===== src/rtl/att_pkg.sv =====
// Shared types and constants for the ANSI text terminal.
`default_nettype none
package att_pkg;

    localparam int COLUMNS_DEF    = 80;
    localparam int ROWS_DEF       = 25;
    localparam int MAX_PARAMS_DEF = 16;
    localparam int SEQ_LIMIT_DEF  = 32;

    localparam logic [3:0] FG_RESET = 4'd2;
    localparam logic [3:0] BG_RESET = 4'd0;
    localparam logic [6:0] CH_SPACE = 7'd32;
    localparam logic [7:0] ESC_BYTE = 8'h1B;
    localparam logic [0:0] CMD_FEED = 1'b0;
    localparam logic [0:0] CMD_READ = 1'b1;

    typedef struct packed {
        logic [0:0] command;
        logic [7:0] data_byte;
        logic [4:0] read_row;
        logic [6:0] read_column;
    } t_in_word;

    typedef struct packed {
        logic [6:0] cell_char;
        logic [3:0] cell_fg;
        logic [3:0] cell_bg;
        logic       cell_bold;
        logic       cell_underline;
        logic [6:0] cursor_column;
        logic [4:0] cursor_row;
    } t_out_word;

    // cell layout: underline, bold, bg, fg, char
    typedef struct packed {
        logic       ul;
        logic       bold;
        logic [3:0] bg;
        logic [3:0] fg;
        logic [6:0] ch;
    } t_cell;

    // datapath memory operations
    typedef enum logic [2:0] {
        OP_NONE,
        OP_READ,      // read address
        OP_WRITE,     // write full cell
        OP_BLANK,     // rewrite char of read data to space
        OP_COPY       // write read data unchanged
    } t_mem_op;

    typedef struct packed {
        t_mem_op     op;
        logic [11:0] rd_addr;
        logic [11:0] wr_addr;
        t_cell       wr_cell;
    } t_mem_cmd;

    typedef struct packed {
        t_cell rd_cell;
    } t_mem_sts;

endpackage
`default_nettype wire


===== src/rtl/att_ctrl.sv =====
// Terminal controller: byte parser, cursor, attributes and memory sweeps.
`default_nettype none
module att_ctrl
    import att_pkg::*;
#(
    parameter int COLUMNS    = COLUMNS_DEF,
    parameter int ROWS       = ROWS_DEF,
    parameter int MAX_PARAMS = MAX_PARAMS_DEF,
    parameter int SEQ_LIMIT  = SEQ_LIMIT_DEF
) (
    input  wire logic     i_clk,
    input  wire logic     i_rst_n,
    input  wire logic     i_valid,
    output logic          o_ready,
    input  wire t_in_word i_data,
    output logic          o_valid,
    input  wire logic     i_ready,
    output t_out_word     o_data,
    output t_mem_cmd      o_cmd,
    input  wire t_mem_sts i_sts
);
    localparam int DEPTH = COLUMNS * ROWS;
    localparam int PW    = $clog2(MAX_PARAMS + 2);
    localparam int IW    = $clog2(MAX_PARAMS);
    localparam logic [6:0] COLS7 = 7'(COLUMNS);
    localparam logic [4:0] ROWS5 = 5'(ROWS);
    localparam logic [11:0] DEPTH12 = 12'(DEPTH);
    localparam logic [11:0] COLS12  = 12'(COLUMNS);
    localparam logic [11:0] LASTROW = 12'((ROWS - 1) * COLUMNS);

    typedef enum logic [3:0] {
        S_INIT, S_IDLE, S_RD_WAIT, S_RD_TAKE, S_DECODE, S_SCROLL_RD, S_SCROLL_CLR,
        S_PUT, S_BLANK, S_FILL, S_SGR, S_OUT
    } t_state;

    t_state      r_state;
    logic [11:0] r_ptr;       // sweep address
    logic [11:0] r_end;       // sweep end (exclusive)
    logic        r_after_put; // scroll is followed by a put
    logic        r_blank_rd;  // blank sweep read already issued
    logic [6:0]  r_cx;
    logic [4:0]  r_cy;
    logic [6:0]  r_sx;
    logic [4:0]  r_sy;
    logic [3:0]  r_fg;
    logic [3:0]  r_bg;
    logic [2:0]  r_fl;
    logic [4:0]  r_elen;
    logic [15:0] r_pv [MAX_PARAMS];
    logic [PW-1:0] r_pc;
    logic [IW-1:0] r_si;
    logic [PW-1:0] r_sn;
    t_in_word    r_in;
    t_out_word   r_out;
    logic        r_ov;
    t_mem_cmd    r_cmd;

    t_cell w_blank;
    assign w_blank = '{ul: r_fl[1], bold: r_fl[0], bg: r_bg, fg: r_fg, ch: CH_SPACE};

    logic [7:0]  c;
    logic        w_letter, w_digit;
    logic [15:0] p0, p1, step;
    logic [PW-1:0] w_n;
    logic [IW-1:0] w_pidx;
    always_comb begin
        c        = r_in.data_byte;
        w_letter = (c >= 8'h41 && c <= 8'h5A) || (c >= 8'h61 && c <= 8'h7A);
        w_digit  = (c >= 8'h30 && c <= 8'h39);
        w_n      = (r_pc > PW'(MAX_PARAMS)) ? PW'(MAX_PARAMS) : r_pc;
        p0       = (w_n > 0) ? r_pv[0] : 16'd0;
        p1       = (w_n > 1) ? r_pv[1] : 16'd0;
        step     = (p0 > 0) ? p0 : 16'd1;
        w_pidx   = IW'(r_pc - PW'(1));
    end

    // wider stores of 10*v+d saturate
    logic [19:0] w_mac_full;
    assign w_mac_full = 20'({r_pv[w_pidx], 3'b0}) + 20'({r_pv[w_pidx], 1'b0}) + 20'(c[3:0]);

    logic [15:0] w_code;
    assign w_code = r_pv[r_si];

    always_ff @(posedge i_clk) begin
        r_cmd.op <= OP_NONE;
        if (!i_rst_n) begin
            r_state <= S_INIT;
            r_ptr <= '0;
            r_cx <= '0; r_cy <= '0; r_sx <= '0; r_sy <= '0;
            r_fg <= FG_RESET; r_bg <= BG_RESET; r_fl <= '0;
            r_elen <= '0; r_pc <= '0;
            for (int i = 0; i < MAX_PARAMS; i++) r_pv[i] <= '0;
            r_ov <= 1'b0;
            r_after_put <= 1'b0;
            r_blank_rd <= 1'b0;
        end else begin
            if (r_ov && i_ready) r_ov <= 1'b0;
            unique case (r_state)
            S_INIT: begin
                // clearing pass over screen memory
                r_cmd.op      <= OP_WRITE;
                r_cmd.wr_addr <= r_ptr;
                r_cmd.wr_cell <= w_blank;
                if (r_ptr == DEPTH12 - 12'd1) begin
                    r_state <= S_IDLE;
                end
                r_ptr <= r_ptr + 12'd1;
            end
            S_IDLE: begin
                if (i_valid && !r_ov) begin
                    r_in <= i_data;
                    r_out <= '0;
                    if (i_data.command == CMD_READ) begin
                        r_cmd.op      <= OP_READ;
                        r_cmd.rd_addr <= 12'(i_data.read_row) * COLS12
                                       + 12'(i_data.read_column);
                        r_state <= S_RD_WAIT;
                    end else begin
                        r_state <= S_DECODE;
                    end
                end
            end
            S_RD_WAIT: r_state <= S_RD_TAKE;
            S_RD_TAKE: begin
                if (r_in.read_row < ROWS5 && r_in.read_column < COLS7) begin
                    r_out.cell_char      <= i_sts.rd_cell.ch;
                    r_out.cell_fg        <= i_sts.rd_cell.fg;
                    r_out.cell_bg        <= i_sts.rd_cell.bg;
                    r_out.cell_bold      <= i_sts.rd_cell.bold;
                    r_out.cell_underline <= i_sts.rd_cell.ul;
                end
                r_state <= S_OUT;
            end
            S_DECODE: begin
                r_state <= S_OUT;
                if (r_elen != 0) begin
                    r_elen <= r_elen + 5'd1;
                    if (w_letter) begin
                        r_elen <= '0;
                        case (c)
                        8'h48, 8'h66: begin
                            r_cy <= (p0 == 0) ? 5'd0 :
                                    ((p0 - 16'd1 < 16'(ROWS - 1)) ? 5'(p0 - 16'd1)
                                                                   : 5'(ROWS - 1));
                            r_cx <= (p1 == 0) ? 7'd0 :
                                    ((p1 - 16'd1 < 16'(COLUMNS - 1)) ? 7'(p1 - 16'd1)
                                                                      : 7'(COLUMNS - 1));
                        end
                        8'h41: r_cy <= (step >= 16'(r_cy)) ? 5'd0 : r_cy - 5'(step);
                        8'h42: r_cy <= (17'(r_cy) + 17'(step) >= 17'(ROWS))
                                       ? 5'(ROWS - 1) : r_cy + 5'(step);
                        8'h43: r_cx <= (17'(r_cx) + 17'(step) >= 17'(COLUMNS))
                                       ? 7'(COLUMNS - 1) : r_cx + 7'(step);
                        8'h44: r_cx <= (step >= 16'(r_cx)) ? 7'd0 : r_cx - 7'(step);
                        8'h4A: begin
                            if (p0 == 16'd2) begin
                                r_ptr <= '0; r_end <= DEPTH12;
                                r_cx <= '0; r_cy <= '0;
                                r_state <= S_FILL;
                            end else if (p0 == 16'd0 && r_cy < ROWS5 && r_cx < COLS7) begin
                                r_ptr <= 12'(r_cy) * COLS12 + 12'(r_cx);
                                r_end <= DEPTH12;
                                r_blank_rd <= 1'b0;
                                r_state <= S_BLANK;
                            end else if (p0 == 16'd0 && r_cy < ROWS5 - 5'd1) begin
                                r_ptr <= 12'(r_cy + 5'd1) * COLS12;
                                r_end <= DEPTH12;
                                r_blank_rd <= 1'b0;
                                r_state <= S_BLANK;
                            end
                        end
                        8'h4B: begin
                            if (r_cy < ROWS5) begin
                                if (p0 == 16'd0 && r_cx < COLS7) begin
                                    r_ptr <= 12'(r_cy) * COLS12 + 12'(r_cx);
                                    r_end <= 12'(r_cy) * COLS12 + COLS12;
                                    r_blank_rd <= 1'b0;
                                    r_state <= S_BLANK;
                                end else if (p0 == 16'd1) begin
                                    r_ptr <= 12'(r_cy) * COLS12;
                                    r_end <= 12'(r_cy) * COLS12 +
                                             ((r_cx < COLS7) ? 12'(r_cx) + 12'd1 : COLS12);
                                    r_blank_rd <= 1'b0;
                                    r_state <= S_BLANK;
                                end else if (p0 == 16'd2) begin
                                    r_ptr <= 12'(r_cy) * COLS12;
                                    r_end <= 12'(r_cy) * COLS12 + COLS12;
                                    r_state <= S_FILL;
                                end
                            end
                        end
                        8'h6D: begin
                            r_si <= '0; r_sn <= w_n;
                            r_state <= S_SGR;
                        end
                        8'h73: begin r_sx <= r_cx; r_sy <= r_cy; end
                        8'h75: begin r_cx <= r_sx; r_cy <= r_sy; end
                        default: ;
                        endcase
                    end else begin
                        if (c == 8'h5B && r_elen == 5'd1) begin
                            r_pc <= PW'(1);
                            r_pv[0] <= '0;
                        end else if (w_digit) begin
                            if (r_pc >= PW'(1) && r_pc <= PW'(MAX_PARAMS)) begin
                                r_pv[w_pidx] <= (w_mac_full > 20'd65535) ? 16'hFFFF
                                                : w_mac_full[15:0];
                            end
                        end else if (c == 8'h3B) begin
                            if (r_pc >= PW'(1) && r_pc < PW'(MAX_PARAMS)) begin
                                r_pv[IW'(r_pc)] <= '0;
                                r_pc <= r_pc + PW'(1);
                            end else if (r_pc == PW'(MAX_PARAMS)) begin
                                r_pc <= PW'(MAX_PARAMS + 1);
                            end
                        end
                        if (r_elen + 5'd1 >= 5'(SEQ_LIMIT - 1)) r_elen <= '0;
                    end
                end else if (c == ESC_BYTE) begin
                    r_elen <= 5'd1;
                    r_pc <= '0;
                    for (int i = 0; i < MAX_PARAMS; i++) r_pv[i] <= '0;
                end else if (c == 8'h0D) begin
                    r_cx <= '0;
                end else if (c == 8'h0A) begin
                    r_cx <= '0;
                    if (6'(r_cy) + 6'd1 >= 6'(ROWS)) begin
                        r_cy <= ROWS5 - 5'd1;
                        r_ptr <= '0; r_after_put <= 1'b0;
                        r_state <= S_SCROLL_RD;
                    end else begin
                        r_cy <= r_cy + 5'd1;
                    end
                end else if (c == 8'h09) begin
                    if (((8'(r_cx) + 8'd8) & 8'hF8) >= 8'(COLUMNS)) begin
                        r_cx <= '0;
                        if (r_cy < ROWS5) r_cy <= r_cy + 5'd1;
                    end else begin
                        r_cx <= 7'((8'(r_cx) + 8'd8) & 8'hF8);
                    end
                end else if (c == 8'h08) begin
                    if (r_cx != 0) r_cx <= r_cx - 7'd1;
                end else if (c >= 8'h20 && c <= 8'h7E) begin
                    if (r_cy >= ROWS5) begin
                        r_cy <= ROWS5 - 5'd1;
                        r_ptr <= '0; r_after_put <= 1'b1;
                        r_state <= S_SCROLL_RD;
                    end else if (r_cx >= COLS7) begin
                        r_cx <= '0;
                        if (r_cy + 5'd1 >= ROWS5) begin
                            r_cy <= ROWS5 - 5'd1;
                            r_ptr <= '0; r_after_put <= 1'b1;
                            r_state <= S_SCROLL_RD;
                        end else begin
                            r_cy <= r_cy + 5'd1;
                            r_state <= S_PUT;
                        end
                    end else begin
                        r_state <= S_PUT;
                    end
                end
            end
            S_SCROLL_RD: begin
                // read ptr+COLUMNS, copy it to ptr when data returns
                if (r_ptr == LASTROW) begin
                    r_end <= DEPTH12;
                    r_state <= S_SCROLL_CLR;
                end else begin
                    r_cmd.op      <= OP_READ;
                    r_cmd.rd_addr <= r_ptr + COLS12;
                    r_state <= S_SCROLL_CLR;
                    r_end <= r_ptr;
                end
            end
            S_SCROLL_CLR: begin
                if (r_end != DEPTH12) begin
                    // copy the cell read from r_end+COLUMNS into r_end
                    r_cmd.op      <= OP_COPY;
                    r_cmd.wr_addr <= r_end;
                    r_ptr <= r_ptr + 12'd1;
                    r_state <= S_SCROLL_RD;
                end else begin
                    // clear last row through fill
                    r_ptr <= LASTROW;
                    r_end <= DEPTH12;
                    r_state <= S_FILL;
                end
            end
            S_FILL: begin
                r_cmd.op      <= OP_WRITE;
                r_cmd.wr_addr <= r_ptr;
                r_cmd.wr_cell <= w_blank;
                r_ptr <= r_ptr + 12'd1;
                if (r_ptr + 12'd1 == r_end) begin
                    r_state <= r_after_put ? S_PUT : S_OUT;
                    r_after_put <= 1'b0;
                end
            end
            S_PUT: begin
                r_cmd.op      <= OP_WRITE;
                r_cmd.wr_addr <= 12'(r_cy) * COLS12 + 12'(r_cx);
                r_cmd.wr_cell <= '{ul: r_fl[1], bold: r_fl[0], bg: r_bg, fg: r_fg,
                                   ch: c[6:0]};
                r_cx <= r_cx + 7'd1;
                r_state <= S_OUT;
            end
            S_BLANK: begin
                // each cell is read, then rewritten
                if (!r_blank_rd) begin
                    r_cmd.op      <= OP_READ;
                    r_cmd.rd_addr <= r_ptr;
                    r_blank_rd <= 1'b1;
                end else begin
                    r_cmd.op      <= OP_BLANK;
                    r_cmd.wr_addr <= r_ptr;
                    r_blank_rd <= 1'b0;
                    r_ptr <= r_ptr + 12'd1;
                    if (r_ptr + 12'd1 == r_end) r_state <= S_OUT;
                end
            end
            S_SGR: begin
                if (PW'(r_si) >= r_sn) begin
                    r_state <= S_OUT;
                end else begin
                    if (w_code == 16'd0) begin
                        r_fg <= FG_RESET; r_bg <= BG_RESET; r_fl <= '0;
                    end else if (w_code == 16'd1) r_fl[0] <= 1'b1;
                    else if (w_code == 16'd4) r_fl[1] <= 1'b1;
                    else if (w_code == 16'd7) begin
                        r_fl[2] <= 1'b1; r_fg <= r_bg; r_bg <= r_fg;
                    end else if (w_code >= 16'd30 && w_code <= 16'd37)
                        r_fg <= {r_fl[0], 3'(w_code - 16'd30)};
                    else if (w_code >= 16'd40 && w_code <= 16'd47)
                        r_bg <= {1'b0, w_code[2:0]};
                    else if (w_code >= 16'd90 && w_code <= 16'd97)
                        r_fg <= {1'b1, 3'(w_code - 16'd90)};
                    else if (w_code >= 16'd100 && w_code <= 16'd107)
                        r_bg <= {1'b1, 3'(w_code - 16'd100)};
                    if (PW'(r_si) + PW'(1) >= r_sn) r_state <= S_OUT;
                    else r_si <= r_si + IW'(1);
                end
            end
            S_OUT: begin
                r_out.cursor_column <= r_cx;
                r_out.cursor_row    <= r_cy;
                r_ov <= 1'b1;
                r_state <= S_IDLE;
            end
            default: r_state <= S_IDLE;
            endcase
        end
    end

    assign o_ready = (r_state == S_IDLE) && !r_ov;
    assign o_valid = r_ov;
    assign o_data  = r_out;
    assign o_cmd   = r_cmd;
endmodule
`default_nettype wire


===== config.mk =====
export PLATFORM = sky130hd
export DESIGN_NAME = att_ctrl
export DESIGN_NICKNAME = d
export VERILOG_FILES = /design/src/rtl/att_pkg.sv /design/src/rtl/att_ctrl.sv
export SDC_FILE = /design/constraint.sdc
export NUM_CORES = 1
export LEC_CHECK = 0
export ABC_AREA = 1
export BUFFER_PORTS_ARGS = -buffer_cell sky130_fd_sc_hd__buf_2
export CAP_MARGIN = 40
export CELL_PAD_IN_SITES_DETAIL_PLACEMENT = 0
export CELL_PAD_IN_SITES_GLOBAL_PLACEMENT = 1
export CORE_UTILIZATION = 48
export DETAILED_ROUTE_END_ITERATION = 6
export GPL_TIMING_DRIVEN = 0
export HOLD_SLACK_MARGIN = 0.12
export PLACE_DENSITY = 0.89
export SLEW_MARGIN = 20
export SYNTH_ARGS = -nofsm -noshare
export SYNTH_HDL_FRONTEND = slang
export SYNTH_SLANG_ARGS = --single-unit

===== constraint.sdc =====
create_clock -name i_clk -period 6.5 [get_ports i_clk]
set_input_delay 1.625 -clock i_clk [delete_from_list [all_inputs] [get_ports i_clk]]
set_output_delay 1.625 -clock i_clk [all_outputs]
set_load 0.05 [all_outputs]

# == After elaboration in Yosys (flattened, before gate mapping) ==
# Memories as Yosys holds them, arrays and structs flattened. A register that Yosys moved wholly into a read port is not among the register bits.
# Cells that the tools add are included.
# totals
in_bits,42
ramBits,256
output_inout_bits,75
n_memories,1
elab_cells,559
register_bits,177
# op_classes
eq_ne,109
addsub,31
bitwise,18
mul,3
order_cmp,43
mux,244
reduce_logical,74
# memory_table
memory,words,word_bits,rd,rd_clocked_by_memory_dff,wr,line_no,text
r_pv,16,16,4,1,16,att_ctrl.sv:49,logic [15:0] r_pv [MAX_PARAMS];
# op_table
op,n
2-to-1 mux 12 bit,35
2-to-1 mux 16 bit,23
2-to-1 mux 4 bit,42
2-to-1 mux 5 bit,32
2-to-1 mux 7 bit,17
equality test 8 x 7 -> 1 bit (second input constant),12
one-hot mux 12 bit (4 select lines),2
one-hot mux 12 bit (2 select lines),3
one-hot mux 12 bit (3 select lines),2
one-hot mux 17 bit (2 select lines),2
inequality test 4 bit (second input constant),15
2-to-1 mux 1 bit,57
inequality test 2 bit (second input constant),25
logical NOT 16 bit,3
one-hot mux 4 bit (10 select lines),1
2-to-1 mux 13 bit,3
inequality test 3 bit (second input constant),13
inequality test 7 bit (second input constant),5
one-hot mux 7 bit (5 select lines),1
equality test 16 x 1 -> 1 bit (second input constant),2
equality test 16 x 3 -> 1 bit (second input constant),2
equality test 8 x 4 -> 1 bit (second input constant),4
greater-or-equal comparator 16 x 7 -> 1 bit (second input constant),2
<= comparator 16 x 6 -> 1 bit (second input constant),2
other kinds (106),217

# == Longest topological paths before layout ==
# Gate-level depths: netlist of the first run.
# logic_depth
ltp_word,13
depth_mapped,34
mapped_depth_nobuf,30

# == Least setup slack after synthesis of the first run ==
# Ideal clock, no wire load.
# synth_path
kind,reg2reg
start,reg r_pc[0]
end,"mem r_pv[12][10], data pin"
setup_ns,0.266
setup_slack_ns,0.676
required_time_ns,6.234
n_path_buf,8
path_stages_with_launch,32
synth_period_minus_slack_ns,5.824
t_arrival_ns,5.558
path_cell_list,dfxtp_1 inv_2 clkbuf_1 clkbuf_1 clkbuf_1 clkbuf_1 ha_1 inv_1 clkbuf_1 buf_1 a21oi_1 o21ai_0 nand3_1 nand3_1 nand2_1 inv_1 fa_1 fa_1 nand3b_1 nand2_1 nand3_1 nand3_1 a21o_1 nand2_1 nand2_1 a21oi_1 nor3_1 nand3_4 buf_6 o21ai_4 buf_4 nor2_1
# synth_rtl
element,line_no,text
from (decl),att_ctrl.sv:50,logic [PW-1:0] r_pc;
from (signal assigned),att_ctrl.sv:212,r_pc <= r_pc + PW'(1);
from (signal assigned),att_ctrl.sv:214,r_pc <= PW'(MAX_PARAMS + 1);
to (decl),att_ctrl.sv:49,

==> results of run 1 <==
power groups by stage:
| stage | Clock (uW) | Combinational [uW] | Sequential, uW |
|---|---|---|---|
| after floorplan | 0 | 382 | 3370 |
| after global placement | 0 | 732 | 3260 |
| after detailed placement | 0 | 741 | 3260 |
| after CTS | 2790 | 755 | 3200 |
| after global routing | 2890 | 843 | 3220 |
| final | 2800 | 787 | 3200 |
worst max-delay path, delay by kind of cell, from the launching register on:
family / cells / cell delay (ns)
flops: 1 / 0.41
fa+ha+maj: 4 / 1.01
simple gates: 10 / 1.38
compound gates: 5 / 1.01
buf+inv: 10 / 2.20
area by class of cell:
cell class	count	area, sq um
Multi-Input combinational cell	2643	14310
Tap cell	773	967.2
Sequential cell	433	12310
Clock inverter	36	354.1
Inverter	429	1614
Clock buffer	53	1241
Timing Repair Buffer	160	985.9
Buffer	151	798.3
Fill cell	5760	26660
flip-flops by register name, summed over array words and instances, names as in the netlist, 7 cells and up, named ones only:
signal,count
r_sx,7
r_ptr,12
r_in,8
r_end,12
r_pv,256
o_data,29
o_cmd,44
r_cx,7
c,8
path summary, 6_finish.rpt:
check / slack, ns / start / cells past startpoint / end
worst max-delay path: 0.14 / r_pc[0] / 29 / r_pv[2][1]
worst min register to register: 0.43 / r_fl[0] / 0 / o_cmd[15]
worst min-delay path: 0.43 / r_fl[0] / 0 / o_cmd[15]
worst max register to register: 0.14 / r_pc[0] / 29 / r_pv[2][1]
repair_timing:
| item | CTS | global route |
|---|---|---|
| endpoints found under the setup margin | 256 | 237 |
| setup buffers | 13 | 9 |
| hold endpoints to repair | 0 | 0 |
| cloned | 0 | 0 |
| resized for setup | 40 | 22 |
| pin swaps | 8 | 5 |
metal layers:
metal / routed length [microns] / up-vias
li1: - / 12883
met1: 42540 / 12918
met2: 47010 / 1589
met3: 10620 / 307
met4: 5574 / 0
met5: 0 / -
layout by cell type (no fill, tap or decap), types with 13 or more instances in the layout:
cell type / count
clkinv_1: 20
o21ai_4: 15
xor2_1: 77
nand2_2: 13
nor2_2: 17
ha_1: 131
o21ai_0: 321
buf_2: 158
edfxtp_1: 363
buf_4: 37
o211ai_1: 60
clkbuf_16: 49
a31oi_1: 29
nand4_1: 44
nand2_1: 557
a21oi_1: 251
buf_6: 25
clkbuf_1: 71
nor2_1: 596
nor3_1: 52
o21ai_1: 16
nand3_1: 274
inv_1: 406
o221ai_1: 27
xnor2_1: 21
inv_2: 13
dfxtp_1: 69
through the flow:
stage	cells	TNS (ns)	hold slack [ns]	total power [uW]
floorplan	3658	0	0.4082	3754
global route	4678	0	0.4395	6944
CTS	4663	0	0.4315	6742
detailed placement	4562	-588.52	0.4165	4001
global placement	4547	-576.47	0.4129	3990
finish	4678	0	0.4297	6786
cells by family after synthesis:
kind of cell / after synthesis / synth area share [%]
AO/OA/AOI/OAI: 800 / 16.11
XOR/XNOR: 100 / 3.089
adder cells (fa/ha/maj): 143 / 6.515
buffers and inverters: 582 / 8.068
flip-flops: 433 / 42.65
other: 1 / 0.01300
AND/OR/NAND/NOR: 1599 / 23.56
==> impl_summary.md, run 1 <==
Status
The flow ran to the end, but the final reports show violations. The final reports fail on design-rule violations.

STA
For the pin with the worst max-slew slack, the measured transition is 0.9267 ns. Across all setup checks in the final design, the least slack found is between 0.1 and 0.15 ns. Setup repair after global routing left no endpoint under its margin. The highest achievable clock rate is 157.2 MHz.

The worst slew margin relative to its limit is 38.22%. The hold violation count in the final report came to 0. The clock arrives with between 0.06 and 0.07 ns of skew. The count of endpoints failing setup in the final report is 0. The max-slew violation count is 0.

The clock period could shrink to 6.360 ns. The final critical path takes up 97.85% of the cycle.

Synthesis
After synthesis, flip-flops and latches occupy a little over two fifths of the total area. The count of unique library cells instantiated by Yosys is 64. After synthesis, the cell types taking the most area are edfxtp_1, nor2_1, nand2_1. After synthesis, the share of flip-flops with an asynchronous set or reset is 0%. The count of synthesis-stage warnings from yosys is 0. In this run the mean area of a mapped cell was slightly below 8 sq um.

When the netlist entered floorplanning its net count stood at 3843. Among all flip-flop cells after synthesis, the most frequent one is edfxtp_1. The count of flip-flops with a built-in enable after synthesis is 363. The synthesized netlist cell count is 3658.

The biggest area consumer among synthesized cells is edfxtp_1. The cell with the most instances after synthesis is nor2_1. The flip-flop and latch count after synthesis is 433. After synthesis, the largest area contributor takes up 37.79% of total cell area. Counting instances in the post-synthesis netlist gives the leading cell types as nor2_1, nand2_1, inv_1, edfxtp_1, o21ai_0. Summing every instance area after synthesis gives ~29000 sq um.

CTS
The number of clock sinks is 433. The clock tree from TritonCTS is built. The root buffer selected by CTS is clkbuf_16. The H-tree generated during clock tree synthesis spans 2 levels. The number of hold buffers added after cts is 0. Counting the buffers created by CTS gives about 50. The buffer depth of the longest clock path is 3. For the worst-skew pair, the clock arrives at the later sink with an insertion delay of 0.65 ns. Clock-pin slew was measured on the worst setup and hold paths at 0.06 ns.

Detailed routing
The average wire per standard cell is 22.60 microns. The vias after detailed routing is 27697. The final layout contains routed wiring with a total length of 105700 microns. Before antenna repair, the detailed router went through 7 iterations. For this run, design rule violations remaining after detail routing come to 10.

The number of vias per cell after detailed routing is 5.921. For this block, the initial DRC count from the detailed router was between 3000 and 4000. The count of nets left with antenna violations once routing finished came out at 0.

Global route
The total overflow left after global routing is 0. In the global route stage, overall resource usage came out at 34.11%. The via count of the first global-routing pass is 25396. Global routing used 53.51% of the available met2 tracks.

The number of antenna violations at the first check in global routing came to 0. The pin count of the biggest net entering global routing is 18. The met1 global-route usage is 45.47%. The met3 capacity usage during global routing is 5.676%. The first global-routing pass estimated about 160000 microns of wire.

The global routing stage identified its most utilized layer as met2.

Finish
From synthesis to final layout, the design area changed by 12.95%. The number of antenna diodes in the final layout is 0. The final core utilization is a little over half. Summing all non-filler instances in the final layout gives an area of 32580 sq um. The share of cells above drive strength 1 is between 10% and 20%. The net count of the finished layout is about 4100.

Critical path
The cell with the largest stage delay on the worst path is dfxtp_4. The startpoint-to-endpoint class of the critical path is reg2reg. The required arrival time at the worst endpoint is 6.84 ns.

The kind of launch point of the worst setup path is a register. STA classifies the critical path endpoint as a register. In this design, the stage delay of the slowest critical-path cell is just over 0.4 ns. Along the worst path, the maximum fanout reaches 24. The endpoint arrival time on the critical path is 6.70 ns.

Placement
The count of buffers added on input and output ports is approximately 120. The instance area at placement is 30570 sq um. At the end of routability-driven placement, the weighted congestion stood at 1.008. Timing analysis after detailed placement gives a worst setup slack of -2.532 ns.

Summed over all nets, the half-perimeter wirelength after detailed placement is ~80000 microns.

Die
The width of the chip is 247.1 microns. The effective utilization at floorplan is approximately 49%. The area inside the core boundary is 59240 sq um. The die covers 61080 sq um. The die boundary height is 247.1 microns. The floorplan row count is 89. 117 I/O pins were placed.

Pwr
In this run the power density over the cells is ~210 nW/um^2. The sequential share of power is 47.2%. The leakage power of the design is about 0.014 uW. The cell-internal power is 4897 uW. The portion of total power attributed to the clock network is 41.2%. Of the total power, the share spent switching nets is between 20% and 30%. The combinational group share of total power is 11.6%. For this design the total switching power over the nets is 1889 uW. The peak supply drop is between 0.0002 and 0.0003 V.

Flow run
Max-cap violations in this run came to 0.

Worst hold path
The path class of the lowest-slack min-delay path is reg2reg.
No activity file was read; power rests on OpenSTA's default activity.
==> run 2, diff against run 1 <==
CORE_UTILIZATION = 51   (was 48)
MAX_ROUTING_LAYER = met4   (was default)
PLACE_DENSITY = default   (was 0.89)
PLACE_DENSITY_LB_ADDON = 0.1   (was default)
clock period = 7.7 ns   (was 6.5 ns; I/O delays follow)
==> impl_summary.md, run 2 (synthesis gave the netlist of run 1 again) <==
Critical path
The total number of cells along the worst setup path is 29 (unchanged). The critical path's largest stage delay was 0.52 ns (+0.11 ns). Grouping stages by cell kind, the critical path spends the most delay in buffers and inverters. The endpoint identified for the worst register-to-register timing path is r_pv[13][3].

The required arrival time at the worst endpoint is 8.04 ns (+1.20 ns). The setup path with the least slack is of type reg2reg. For this design, the slowest cell found on the critical path is fa_1.

The number of buffers and inverters on the critical path is 9 (-1). The endpoint arrival time on the critical path is 7.78 ns (+1.08 ns). STA classifies the critical path endpoint as a register. The startpoint identified for the worst register-to-register timing path is r_pc[0].

Tracing the worst setup path back leads to its startpoint at r_pc[0]. The kind of launch point of the worst setup path is a register. The termination of the worst setup path is r_pv[13][3]. The register-to-register path setup slack is 0.26 ns (+0.12 ns). The worst reg-to-reg path cell count is 29 (unchanged).

The largest driver fanout on the critical path was 19 (-21%).

Die
The number of ports placed on the die boundary was 117 (unchanged). The width of the chip came to 239.8 microns (-3.0%). The area enclosed by the die boundary is 57510 sq um (-5.8%).

The die boundary height is 239.8 microns (-3.0%). The effective utilization at floorplan is 51.95% (+3.3 points). The area inside the core boundary is 55520 sq um (-6.3%). The floorplan row count is 86 (-3.4%).

Pwr
The peak supply drop is 0.0002050 V (-24%). The sequential share of power is 46.7% (-0.5 points). The switching power of the nets is 1572 uW (-17%). The switching part of the total power is 27.09% (-0.75 points). The leakage power of the design is 0.01418 uW (-0.49%).

The combinational group share of total power was 11.1% (-0.5 points). The power per cell area came to 179.0 nW/um^2 (-14%). The post-layout total power is 5801 uW (-15%). The cell-internal power is 4230 uW (-14%).

The portion of total power attributed to the clock network came to 42.2% (+1.0 points).

STA
The worst slew margin relative to its limit was 36.42% (-1.8 points). The post-route minimum period is 7.441 ns (+1.081 ns). The worst clock skew on the final layout is 0.02354 ns (-0.03700 ns).

The worst-margin pin slew came to 0.9536 ns (+0.02688 ns). The share of the cycle needed by the critical path after routing is 96.64% (-1.2 points). The max-slew violation count is 0 (unchanged). The final worst-path setup slack is 0.2587 ns (+0.1192 ns). The total negative slack for setup checks is 0 ns (unchanged).

Setup repair after global routing left no endpoint under its margin. The hold violation count in the final report was 0 (unchanged). The count of endpoints failing setup in the final report came to 0 (unchanged). The highest achievable clock rate came to 134.4 MHz (-15%).

Placement
The post-placement cell count is 4546 (-0.35%). The half-perimeter wire length of the detailed placement result is 86400 microns (+7.5%). The pre-CTS worst setup slack is -0.9576 ns (+1.575 ns). The final weighted congestion in routability-driven placement is 1.015 (+0.71%). The instance area at placement came to 30660 sq um (+0.28%). The number of input and output port buffers inserted is 116 (unchanged).

Detailed routing
The vias after detailed routing is 28377 (+2.5%). The number of DRC violations after detailed-routing iteration 0 is 2987 (-15%). The number of iterations in the first detailed-routing pass is 7 (unchanged). The post-detailed-route count of antenna-violating nets came to 0 (unchanged). The number of vias per cell after detailed routing is 6.118 (+3.3%). The total routed wirelength is 111800 microns (+5.7%).

The average wire per standard cell is 24.10 microns (+6.6%). The number of design rule violations left after detail routing was 0 (-10).

Global route
The number of antenna violations at the first check in global routing came to 0 (unchanged). The global routing usage summed across all routing layers came to 39.53% (+5.4 points). The total congestion overflow after global routing is 0 (unchanged). The pin count of the biggest net entering global routing is 20 (+2). The via count of the first global-routing pass is 27239 (+7.3%). The wire length of the first global-routing pass came to 164400 microns (+5.6%).

CTS
The number of clock buffers inserted by TritonCTS was 49 (unchanged). The number of clock sinks is 433 (unchanged). The post-CTS clock slew at the launch and capture registers of the worst setup and hold paths is 0.06 ns (about the same). The number of levels the H-tree was split into is 2 (unchanged). The root buffer selected by CTS is clkbuf_16. TritonCTS built the clock tree. The clock latency on the worst-skew pair is 0.61 ns (-0.04 ns).

The buffer depth of the longest clock path is 3 (unchanged).

Finish
The final layout net count is 4037 (-0.37%). In the layout the commonest cells are nor2_1, nand2_1, inv_1, edfxtp_1, o21ai_0. The design area came to 32410 sq um (-0.53%).

The total inserted antenna cells is 0 (unchanged). The post-route non-filler standard cell count was 4638 (-0.86%). The top register by number of flip-flops is r_pv. The flip-flop count of the largest register, all copies and words added is 256 (unchanged). The area growth from synthesis to layout is 12.35%. The share of cells above drive strength 1 is 9.949% (-0.55 points). The most common cell after layout, fill and taps aside is nor2_1.

Worst hold path
The number of instances on the worst hold path is 0 (unchanged). The path class of the lowest-slack min-delay path is reg2reg.

Flow run
The max-cap violation count is 0 (unchanged).

Status
The flow ran to the end, and the final reports show no timing, DRC or antenna violations.
-- run 2: cell count changes in the layout (fill, tap and decap cells not counted), moves of 3 or more --
cell | previous run | this run
clkbuf_8 | 1 | 4
buf_2 | 158 | 162
buf_4 | 37 | 18
buf_8 | 4 | 7
buf_6 | 25 | 21
clkbuf_1 | 71 | 77
o21ai_4 | 15 | 10
clkinv_1 | 20 | 16
clkbuf_4 | 8 | 1
o21ai_2 | 3 | 8
-- run 2: through the flow --
stage | hold WS, ns | util [%]
CTS | 0.4123 | 58.24
global placement | 0.4143 | 54.68
global route | 0.4256 | 58.36
floorplan | 0.4082 | -
detailed placement | 0.4132 | 55.22
finish | 0.4241 | 58.36
-- run 2: timing repair --
action / 4_1_cts / 5_1_grt
gates resized for setup: 12 / 4
setup endpoints to repair: 256 / 173
buffers inserted: 0 / 0
hold buffers: 0 / 0
-- run 2: power groups by stage --
stage / clock (uW) / combinational, uW / sequential [uW]
floorplan: 0 / 322 / 2850
global placement: 0 / 609 / 2750
detailed placement: 0 / 630 / 2750
CTS: 2450 / 633 / 2700
global route: 2530 / 690 / 2720
finish: 2450 / 645 / 2710
-- run 2: routing by layer --
layer	track usage, %	wire length, microns	vias up
li1	-	-	12854
met1	44.29	40440	13405
met2	65.19	52990	1678
met3	6.996	10280	440
met4	25.27	8075	0
met5	-	0	-
-- run 2: worst min-delay path by stage --
stage	end	slack [ns]	from
final	o_cmd[15]	0.42	r_fl[0]
after global routing	o_cmd[15]	0.43	r_fl[0]
after CTS	o_cmd[15]	0.41	r_fl[0]
after detailed placement	o_cmd[10]	0.41	r_fg[3]
after global placement	o_cmd[7]	0.41	r_fg[0]
after floorplan	o_cmd[10]	0.41	r_fg[3]
-- run 2: final cells by class --
type | instances | area (sq um)
Tap cell | 748 | 935.9
Clock buffer | 59 | 1346
Sequential cell | 433 | 12300
Buffer | 151 | 723.2
Timing Repair Buffer | 145 | 907.1
Fill cell | 5195 | 23120
Multi-Input combinational cell | 2643 | 14250
Clock inverter | 30 | 321.6
Inverter | 429 | 1615
